`config.mk`:
```
export PLATFORM = sky130hd
export DESIGN_NAME = dbps_front
export DESIGN_NICKNAME = d
export VERILOG_FILES = /design/src/sv/assert_macros.svh /design/src/sv/dbps_pkg.sv /design/src/sv/dbps_fifo.sv /design/src/sv/dbps_front.sv
export SDC_FILE = /design/constraint.sdc
export NUM_CORES = 1
export LEC_CHECK = 0
export BUFFER_PORTS_ARGS = -buffer_cell sky130_fd_sc_hd__buf_2
export CAP_MARGIN = 20
export CORE_ASPECT_RATIO = 0.9
export CORE_MARGIN = 1
export CORE_UTILIZATION = 50
export DETAILED_ROUTE_END_ITERATION = 10
export GPL_ROUTABILITY_DRIVEN = 0
export PLACE_DENSITY_LB_ADDON = 0.3
export SLEW_MARGIN = 20
export SYNTH_ARGS = -nofsm -noshare
export SYNTH_HDL_FRONTEND = slang
export SYNTH_SLANG_ARGS = --single-unit
```
`constraint.sdc`:
```
create_clock -name clk -period 4.9 [get_ports clk]
set_input_delay 0.49 -clock clk [delete_from_list [all_inputs] [get_ports clk]]
set_output_delay 0.49 -clock clk [all_outputs]
set_load 0.01 [all_outputs]
```
`src/sv/assert_macros.svh`:
```
// Assertion helpers for the pixel store.
`ifndef ASSERT_MACROS_SVH
`define ASSERT_MACROS_SVH

`ifndef NO_ASSERTIONS
`define ASSERT_CLK(label, clk, rst, prop) \
  label: assert property (@(posedge clk) disable iff (rst) prop) \
    else $error("assertion failed");
`define ASSERT_ALWAYS(label, clk, prop) \
  label: assert property (@(posedge clk) prop) else $error("assertion failed");
`else
`define ASSERT_CLK(label, clk, rst, prop)
`define ASSERT_ALWAYS(label, clk, prop)
`endif

`endif

```
`src/sv/dbps_pkg.sv`:
```
package dbps_pkg;

  localparam int DEPTH_W    = 15;
  localparam int ADDR_MAX_W = 20;
  localparam int RES_W      = DEPTH_W + 1;

  localparam logic [DEPTH_W-1:0] FAR_RESET = 15'h7FFF;

  typedef enum logic [2:0] {
    OP_DEPTH      = 3'd0,
    OP_OVERLAY    = 3'd1,
    OP_BACKGROUND = 3'd2,
    OP_CLEAR      = 3'd3,
    OP_READ       = 3'd4
  } op_t;

  typedef struct packed {
    op_t                   op;
    logic                  on;
    logic [ADDR_MAX_W-1:0] addr;
    logic                  value;
    logic [DEPTH_W-1:0]    depth;
  } cmd_t;

  typedef struct packed {
    logic init_busy;
    logic exec;
  } back_status_t;

endpackage

```
`src/sv/dbps_fifo.sv`:
```
module dbps_fifo #(
  parameter int WIDTH = 16
) (
  input  logic             clk,
  input  logic             rst,
  input  logic             push,
  input  logic [WIDTH-1:0] wdata,
  output logic             full,
  input  logic             pop,
  output logic [WIDTH-1:0] rdata,
  output logic             empty
);

  logic [WIDTH-1:0] slots [2];
  logic             wr_ptr;
  logic             rd_ptr;
  logic [1:0]       count;
  logic             do_push;
  logic             do_pop;

  assign full    = (count == 2'd2);
  assign empty   = (count == 2'd0);
  assign do_push = push && !full;
  assign do_pop  = pop && !empty;
  assign rdata   = slots[rd_ptr];

  always_ff @(posedge clk) begin
    if (do_push) begin
      slots[wr_ptr] <= wdata;
    end
    if (rst) begin
      wr_ptr <= 1'b0;
      rd_ptr <= 1'b0;
      count  <= 2'd0;
    end else begin
      if (do_push) begin
        wr_ptr <= !wr_ptr;
      end
      if (do_pop) begin
        rd_ptr <= !rd_ptr;
      end
      unique case ({do_push, do_pop})
        2'b10:   count <= count + 2'd1;
        2'b01:   count <= count - 2'd1;
        default: count <= count;
      endcase
    end
  end

endmodule

```
`src/sv/dbps_front.sv`:
```
module dbps_front #(
  parameter int SCREEN_WIDTH  = 84,
  parameter int SCREEN_HEIGHT = 48
) (
  input  logic               clk,
  input  logic               rst,
  input  logic               hold,
  input  logic               push,
  output logic               full,
  input  logic [2:0]         op,
  input  logic signed [15:0] x_coord,
  input  logic signed [15:0] y_coord,
  input  logic signed [15:0] depth,
  input  logic signed [1:0]  pixel_value,
  output logic               cmd_valid,
  output dbps_pkg::cmd_t     cmd,
  input  logic               cmd_pop
);

  localparam int XW = (SCREEN_WIDTH > 1) ? $clog2(SCREEN_WIDTH) : 1;
  localparam int YW = (SCREEN_HEIGHT > 1) ? $clog2(SCREEN_HEIGHT) : 1;
  localparam int AMW = dbps_pkg::ADDR_MAX_W;

  logic           on_x;
  logic           on_y;
  logic           drawable;
  logic           keep;
  logic           q_full;
  logic           q_empty;
  dbps_pkg::cmd_t new_cmd;
  logic [$bits(dbps_pkg::cmd_t)-1:0] q_rdata;

  assign on_x     = !x_coord[15] && (x_coord[14:0] < 15'(SCREEN_WIDTH));
  assign on_y     = !y_coord[15] && (y_coord[14:0] < 15'(SCREEN_HEIGHT));
  assign drawable = !pixel_value[1];

  always_comb begin
    new_cmd.op    = dbps_pkg::op_t'(op);
    new_cmd.on    = on_x && on_y;
    new_cmd.addr  = AMW'(AMW'(y_coord[YW-1:0]) * AMW'(SCREEN_WIDTH))
                  + AMW'(x_coord[XW-1:0]);
    new_cmd.value = pixel_value[0];
    new_cmd.depth = depth[14:0];
    unique case (dbps_pkg::op_t'(op))
      dbps_pkg::OP_DEPTH:      keep = new_cmd.on && drawable && !depth[15];
      dbps_pkg::OP_OVERLAY:    keep = new_cmd.on && drawable;
      dbps_pkg::OP_BACKGROUND: keep = new_cmd.on && drawable;
      dbps_pkg::OP_CLEAR:      keep = 1'b1;
      dbps_pkg::OP_READ:       keep = 1'b1;
      default:                 keep = 1'b0;
    endcase
  end

  assign full      = q_full || hold;
  assign cmd_valid = !q_empty;
  assign cmd       = dbps_pkg::cmd_t'(q_rdata);

  dbps_fifo #(
    .WIDTH($bits(dbps_pkg::cmd_t))
  ) u_cmd_q (
    .clk  (clk),
    .rst  (rst),
    .push (push && !full && keep),
    .wdata(new_cmd),
    .full (q_full),
    .pop  (cmd_pop),
    .rdata(q_rdata),
    .empty(q_empty)
  );

endmodule

```
; Yosys cells after proc, flatten, opt, wreduce, memory -nomap -nowiden
; Memory sizes are Yosys's and may differ from the RTL's. A register that Yosys moved wholly into a read port is not among the register bits.
; Index checks and enable logic that the tools add are counted.
[classes]
add_sub_neg = 3
multipliers = 1
n_div = 0
magnitude_cmp = 2
eq_ne = 7
shift = 0
muxes = 6
bitwise_logic = 0
reduce_logical = 24
[op_table]
columns = cell, count
row1 = "< comparator 15 x 6 -> 1 bit, second input constant", 1
row2 = "< comparator 15 x 7 -> 1 bit, second input constant", 1
row3 = adder 13 x 7 -> 14 bit, 1
row4 = "multiplier 6 x 5 -> 11 bit, second input constant", 1
row5 = logical AND 1 bit, 9
row6 = zero test 1 bit, 9
row7 = "equality test 3 x 2 -> 1 bit, second input constant", 2
row8 = "equality test 2 bit, second input constant", 2
row9 = two-way mux 1 bit, 4
row10 = case mux 2 bit (2 select lines), 1
row11 = OR reduction 2 bit, 2
row12 = "equality test 3 x 1 -> 1 bit, second input constant", 1
row13 = "equality test 3 bit, second input constant", 1
row14 = zero test 3 bit, 1
row15 = case mux 1 bit (3 select lines), 1
row16 = "adder 2 x 1 -> 2 bit, second input constant", 1
row17 = "equality test 2 x 1 -> 1 bit, second input constant", 1
row18 = zero test 2 bit, 1
row19 = nonzero test 2 bit, 1
row20 = "subtractor 2 x 1 -> 2 bit, second input constant", 1
row21 = logical OR 1 bit, 1
[totals]
ff_bits = 4
latchBits = 0
mem_bits_rw = 68
rom_bits = 0
input_bits = 58
output_inout_bits = 42
word_cells = 47
memories = 1
[mem_list]
columns = name, words, width, read_ports, rd_ports_with_merged_regs, write_ports, line
row1 = u_cmd_q.slots, 2, 34, 1, 1, 1, dbps_fifo.sv:14  ; logic [WIDTH-1:0] slots [2];

; Logic depth before layout (Yosys ltp)
[depth]
ltp_word = 10
depth_mapped = 11
depth_no_buf = 11

; Hierarchy
; A second synthesis with hierarchy kept.
[unflattened]
cells_unflattened = 265
area_unflattened_um2 = 4017.6
[by_module_without_submodules]
columns = mod, n_inst, cells_each, area_per_inst_um2, seq_area_each_um2
row1 = dbps_fifo, 1, 150, 3096.7, 2502.4
row2 = dbps_front, 1, 115, 920.9, 0.0

; Worst setup path after synthesis
; OpenSTA, ideal clock, no wires.
[synth_path]
kind = input -> register
start = input port x_coord[14]
end = memory u_cmd_q.slots[0][0] (netlist bit) (enable)
setup_time_ps = 425
arrival_ps = 2841
t_required_ps = 4475
slack_ps = 1633
stages = 5
n_path_buf = 0
cell_sequence = nor4_1 -> nand4_1 -> nor4bb_1 -> o2111ai_1 -> nor2_1
[synth_between]
elab_chain_cells = 10
[synth_lines]
columns = item, line
row1 = from (decl), dbps_front.sv:11  ; input logic signed [15:0] x_coord,
row2 = < comparator 15 x 7 -> 1 bit *, dbps_front.sv:33  ; assign on_x = !x_coord[15] && (x_coord[14:0] < 15'(SCREEN_WIDTH));
row3 = logical AND 1 bit *, dbps_front.sv:33
row4 = logical AND 1 bit *, dbps_front.sv:39  ; new_cmd.on = on_x && on_y;
row5 = logical AND 1 bit *, "dbps_front.sv:45, dbps_front.sv:46, dbps_front.sv:47"
row6 = logical AND 1 bit, dbps_front.sv:45  ; dbps_pkg::OP_DEPTH: keep = new_cmd.on && drawable && !depth[15];
row7 = case mux 1 bit (3 select lines) *, dbps_front.sv:44  ; unique case (dbps_pkg::op_t'(op))
row8 = logical AND 1 bit *, dbps_front.sv:63  ; .push (push && !full && keep),
row9 = logical AND 1 bit *, dbps_fifo.sv:23  ; assign do_push = push && !full;
row10 = two-way mux 1 bit *, dbps_fifo.sv:28  ; if (do_push) begin
row11 = two-way mux 1 bit (implied by the code) *, dbps_fifo.sv:29  ; slots[wr_ptr] <= wdata;
row12 = to (decl), dbps_fifo.sv:14
; Every way passes the cells marked *; elsewhere a longest branch is shown, timed or not.

==> results.md <==
* Die span in x at a little over 90 um
* Yosys top cell by area: edfxtp_1
* Initial antenna violation count at 0
* Min Tclk post-route at 3.00 ns
* Worst Path Arrival at approximately 3.1 ns
* Status: finished clean
* CTS root buffer: clkbuf_8
* Slew headroom at 0.339
* Post-synthesis sequential area ratio at 0.594
* Largest fanout on the critical path at 6
* Number of hold buffers added after CTS at 0
* Max cap viols at 0
* Final worst slack at 1.90 ns
* RSZ-0062 raised after global routing: no
* I/O pin count at 100
* Ant diodes at 0
* Post-Syn Instances at between 200 and 300
* Slew @ Worst Pin at 0.989 ns
* Critical path class: in2reg
* Startpoint types: input pin
* Multi-input logic area at 0.00137 mm^2
* Core footprint at 0.00676 mm^2
* Post-DR wirelength/cell at 13.6 um
* Nets at 437
* Slew Viols, Final at 0
* Layout cell share with drive strength beyond 1 at 0.419
* TritonCTS clock tree: done
* Total track usage at 0.168
* Fillers at 535
* Dominant synthesized flop cell: edfxtp_1
* Power density over the cells at around 370 mW/mm^2
* Initial DRT Pass Iterations at 4
* Final wirelength at 6.09 mm
* Crit-path cells: buf_2, ha_1, ha_1, ha_1, ha_1, a2111oi_0, o21ai_0, o211a_1, nand3_1, nor2b_1, and3_1
* IO Port Bufs at a little over 90
* DRT antenna net count at 0
* Worst vdd ir at 0.000200 V
* Max Root-Sink Buffers at 2
* Row Count at 28
* Worst Reg-to-Reg Cells at 4
* Clk Latency, worst-skew pair at 0.33 ns
* Asr flop ratio synth at 0
* Critical Path Sink Type: register
* Worst-path clk slew at 0.08 ns
* Final setup violation count at 0
* Largest net degree at the start of global routing at 35
* Mapped Area at between 0.003 and 0.004 mm^2
* Ranking of synthesized cells by area: edfxtp_1 57%, mux2_2 11%, ha_1 9.0%
* Synth warn at 0
* Leakage power total at 0.00179 uW
* Drc violations at 0
* DPL Wire Length at 4.47 mm
* Post-place setup slack at ~1.6 ns
* Postcts setup bufs at 0
* Synthesized flop and latch total at 73
* First-iteration detailed-routing DRC count at 90
* Synthesized area per cell at between 10 and 15 um^2
* Hold path depth at 1
* Area Overhead vs Synth at 21.7%
* First-pass GRT wire length at between 9 and 10 mm
* Final hold vios at 0
* Area occupied by registers at 0.00214 mm^2
* Vias at 2267
* Die Area at 0.00755 mm^2
* Resized cells post-CTS at 0
* H-tree depth at 3
* Synth cell types at 43
* Tcrit/Tclk final at 0.611
* Post-synth top area share at 0.567
* Grt ovf at 0
* Max Freq at approximately 330 MHz
* Die H at 82.5 um
* Vias per cell at 5.08
* Starting Density at 0.533
* Fin Clk Skew at 0.00994 ns
* Fin Setup TNS at 0 ns
* Most used cell, CP: ha_1
* CP peak stage delay at 0.46 ns
* Critical-path top delay cell: a2111oi_0
* Clock Sinks at 73
* HP Class: in2reg
* Vias in the first global route at ~2100
* EDFF count, synth at 68
* Total CTS buffers at 9
* CP required at 4.98 ns
[synth_stat cells (all sizes together) (4+ instances only)]
cell     n
a21o     5
a21oi   10
buf     10
dfxtp    5
edfxtp  68
ha      26
inv     14
mux2    34
nand2    4
nor2    13
nor4     5
o21ai   10
xnor2   11
xor2     4
[cell type report]
| class | count | area share |
|---|---|---|
| Clock buffer | 11 | 0.0299 |
| Clock inverter | 5 | 0.0237 |
| Inverter | 14 | 0.0120 |
| Multi-Input combinational cell | 159 | 0.313 |
| Sequential cell | 73 | 0.488 |
| Tap cell | 90 | 0.0257 |
| Timing Repair Buffer | 94 | 0.108 |
[per-layer routing]
metal | share of wire | GRT usage | wire [um] | vias up
met5 | 0 | 0 | 0 | -
met4 | 0.011 | 0.0714 | 65 | 0
met3 | 0.047 | 0.0385 | 289 | 6
met2 | 0.49 | 0.287 | 2970 | 74
met1 | 0.45 | 0.207 | 2760 | 1054
li1 | - | - | - | 1133
[critical path, delay by kind of cell]
kind                     cells  cell delay (ns)
adder cells (fa/ha/maj)      4             1.26
AO/OA/AOI/OAI                3             0.81
AND/OR/NAND/NOR              3             0.38
buffers and inverters        1             0.13
[final timing paths]
path	endpoint	slack [ns]	from
max	u_cmd_q.slots[0][29]$_DFFE_PP_	1.90	y_coord[4]
min reg2reg	u_cmd_q.count[1]$_SDFFE_PP0P_	0.50	u_cmd_q.count[1]$_SDFFE_PP0P_
max reg2reg	u_cmd_q.slots[1][24]$_DFFE_PP_	2.62	u_cmd_q.count[0]$_SDFFE_PP0P_
min	u_cmd_q.slots[0][13]$_DFFE_PP_	0.34	depth[13]
[cell usage in the layout (no fill, tap or decap), drive strengths merged, types with 4 or more instances in the layout]
master,n
nand2,4
clkbuf,11
conb,6
buf,94
dfxtp,5
a21oi,10
o21ai,10
mux2,34
nor2,13
xor2,4
xnor2,11
a21o,5
edfxtp,68
ha,26
inv,14
nor4,5
[cell families (layout without fill, tap and decap cells)]
group / after synthesis / in the layout / share of synthesized area
muxes: 34 / 34 / 0.106
AOI/OAI and AO/OA: 36 / 36 / 0.0649
and+or+nand+nor: 40 / 40 / 0.0590
buffers and inverters: 25 / 124 / 0.0344
DFF: 73 / 73 / 0.594
adders and majority gates: 28 / 28 / 0.101
xor gates and xnor gates: 15 / 15 / 0.0385
other: 1 / 6 / 0.00104
[where the power goes]
| group | total (uW) | switching (uW) | leakage, uW | internal [uW] |
|---|---|---|---|---|
| Clock | 545 | 206 | 0.000118 | 339 |
| Combinational | 362 | 195 | 0.00102 | 167 |
| Sequential | 729 | 7.04 | 0.000660 | 722 |
| Total | 1640 | 408 | 0.00179 | 1230 |
[flip-flops by register name, summed over array words and instances, names as in the netlist, named ones only]
signal	cells
u_cmd_q.slots	68
u_cmd_q.rd_ptr	1
u_cmd_q.wr_ptr	1
u_cmd_q.count	2
[per-stage QoR]
step | cell area, um^2 | hold slack, ns | total power (uW) | utilization | instances
2_1_floorplan | 3620 | 0.461 | 1000 | - | 257
3_3_place_gp | 4150 | 0.484 | 1090 | 0.614 | 430
3_5_place_dp | 4150 | 0.498 | 1110 | 0.614 | 430
4_1_cts | 4390 | 0.323 | 1650 | 0.649 | 446
5_1_grt | 4390 | 0.319 | 1710 | 0.649 | 446
6_report | 4390 | 0.341 | 1640 | 0.649 | 446
Note: power is estimated with default switching activity, not from simulation.
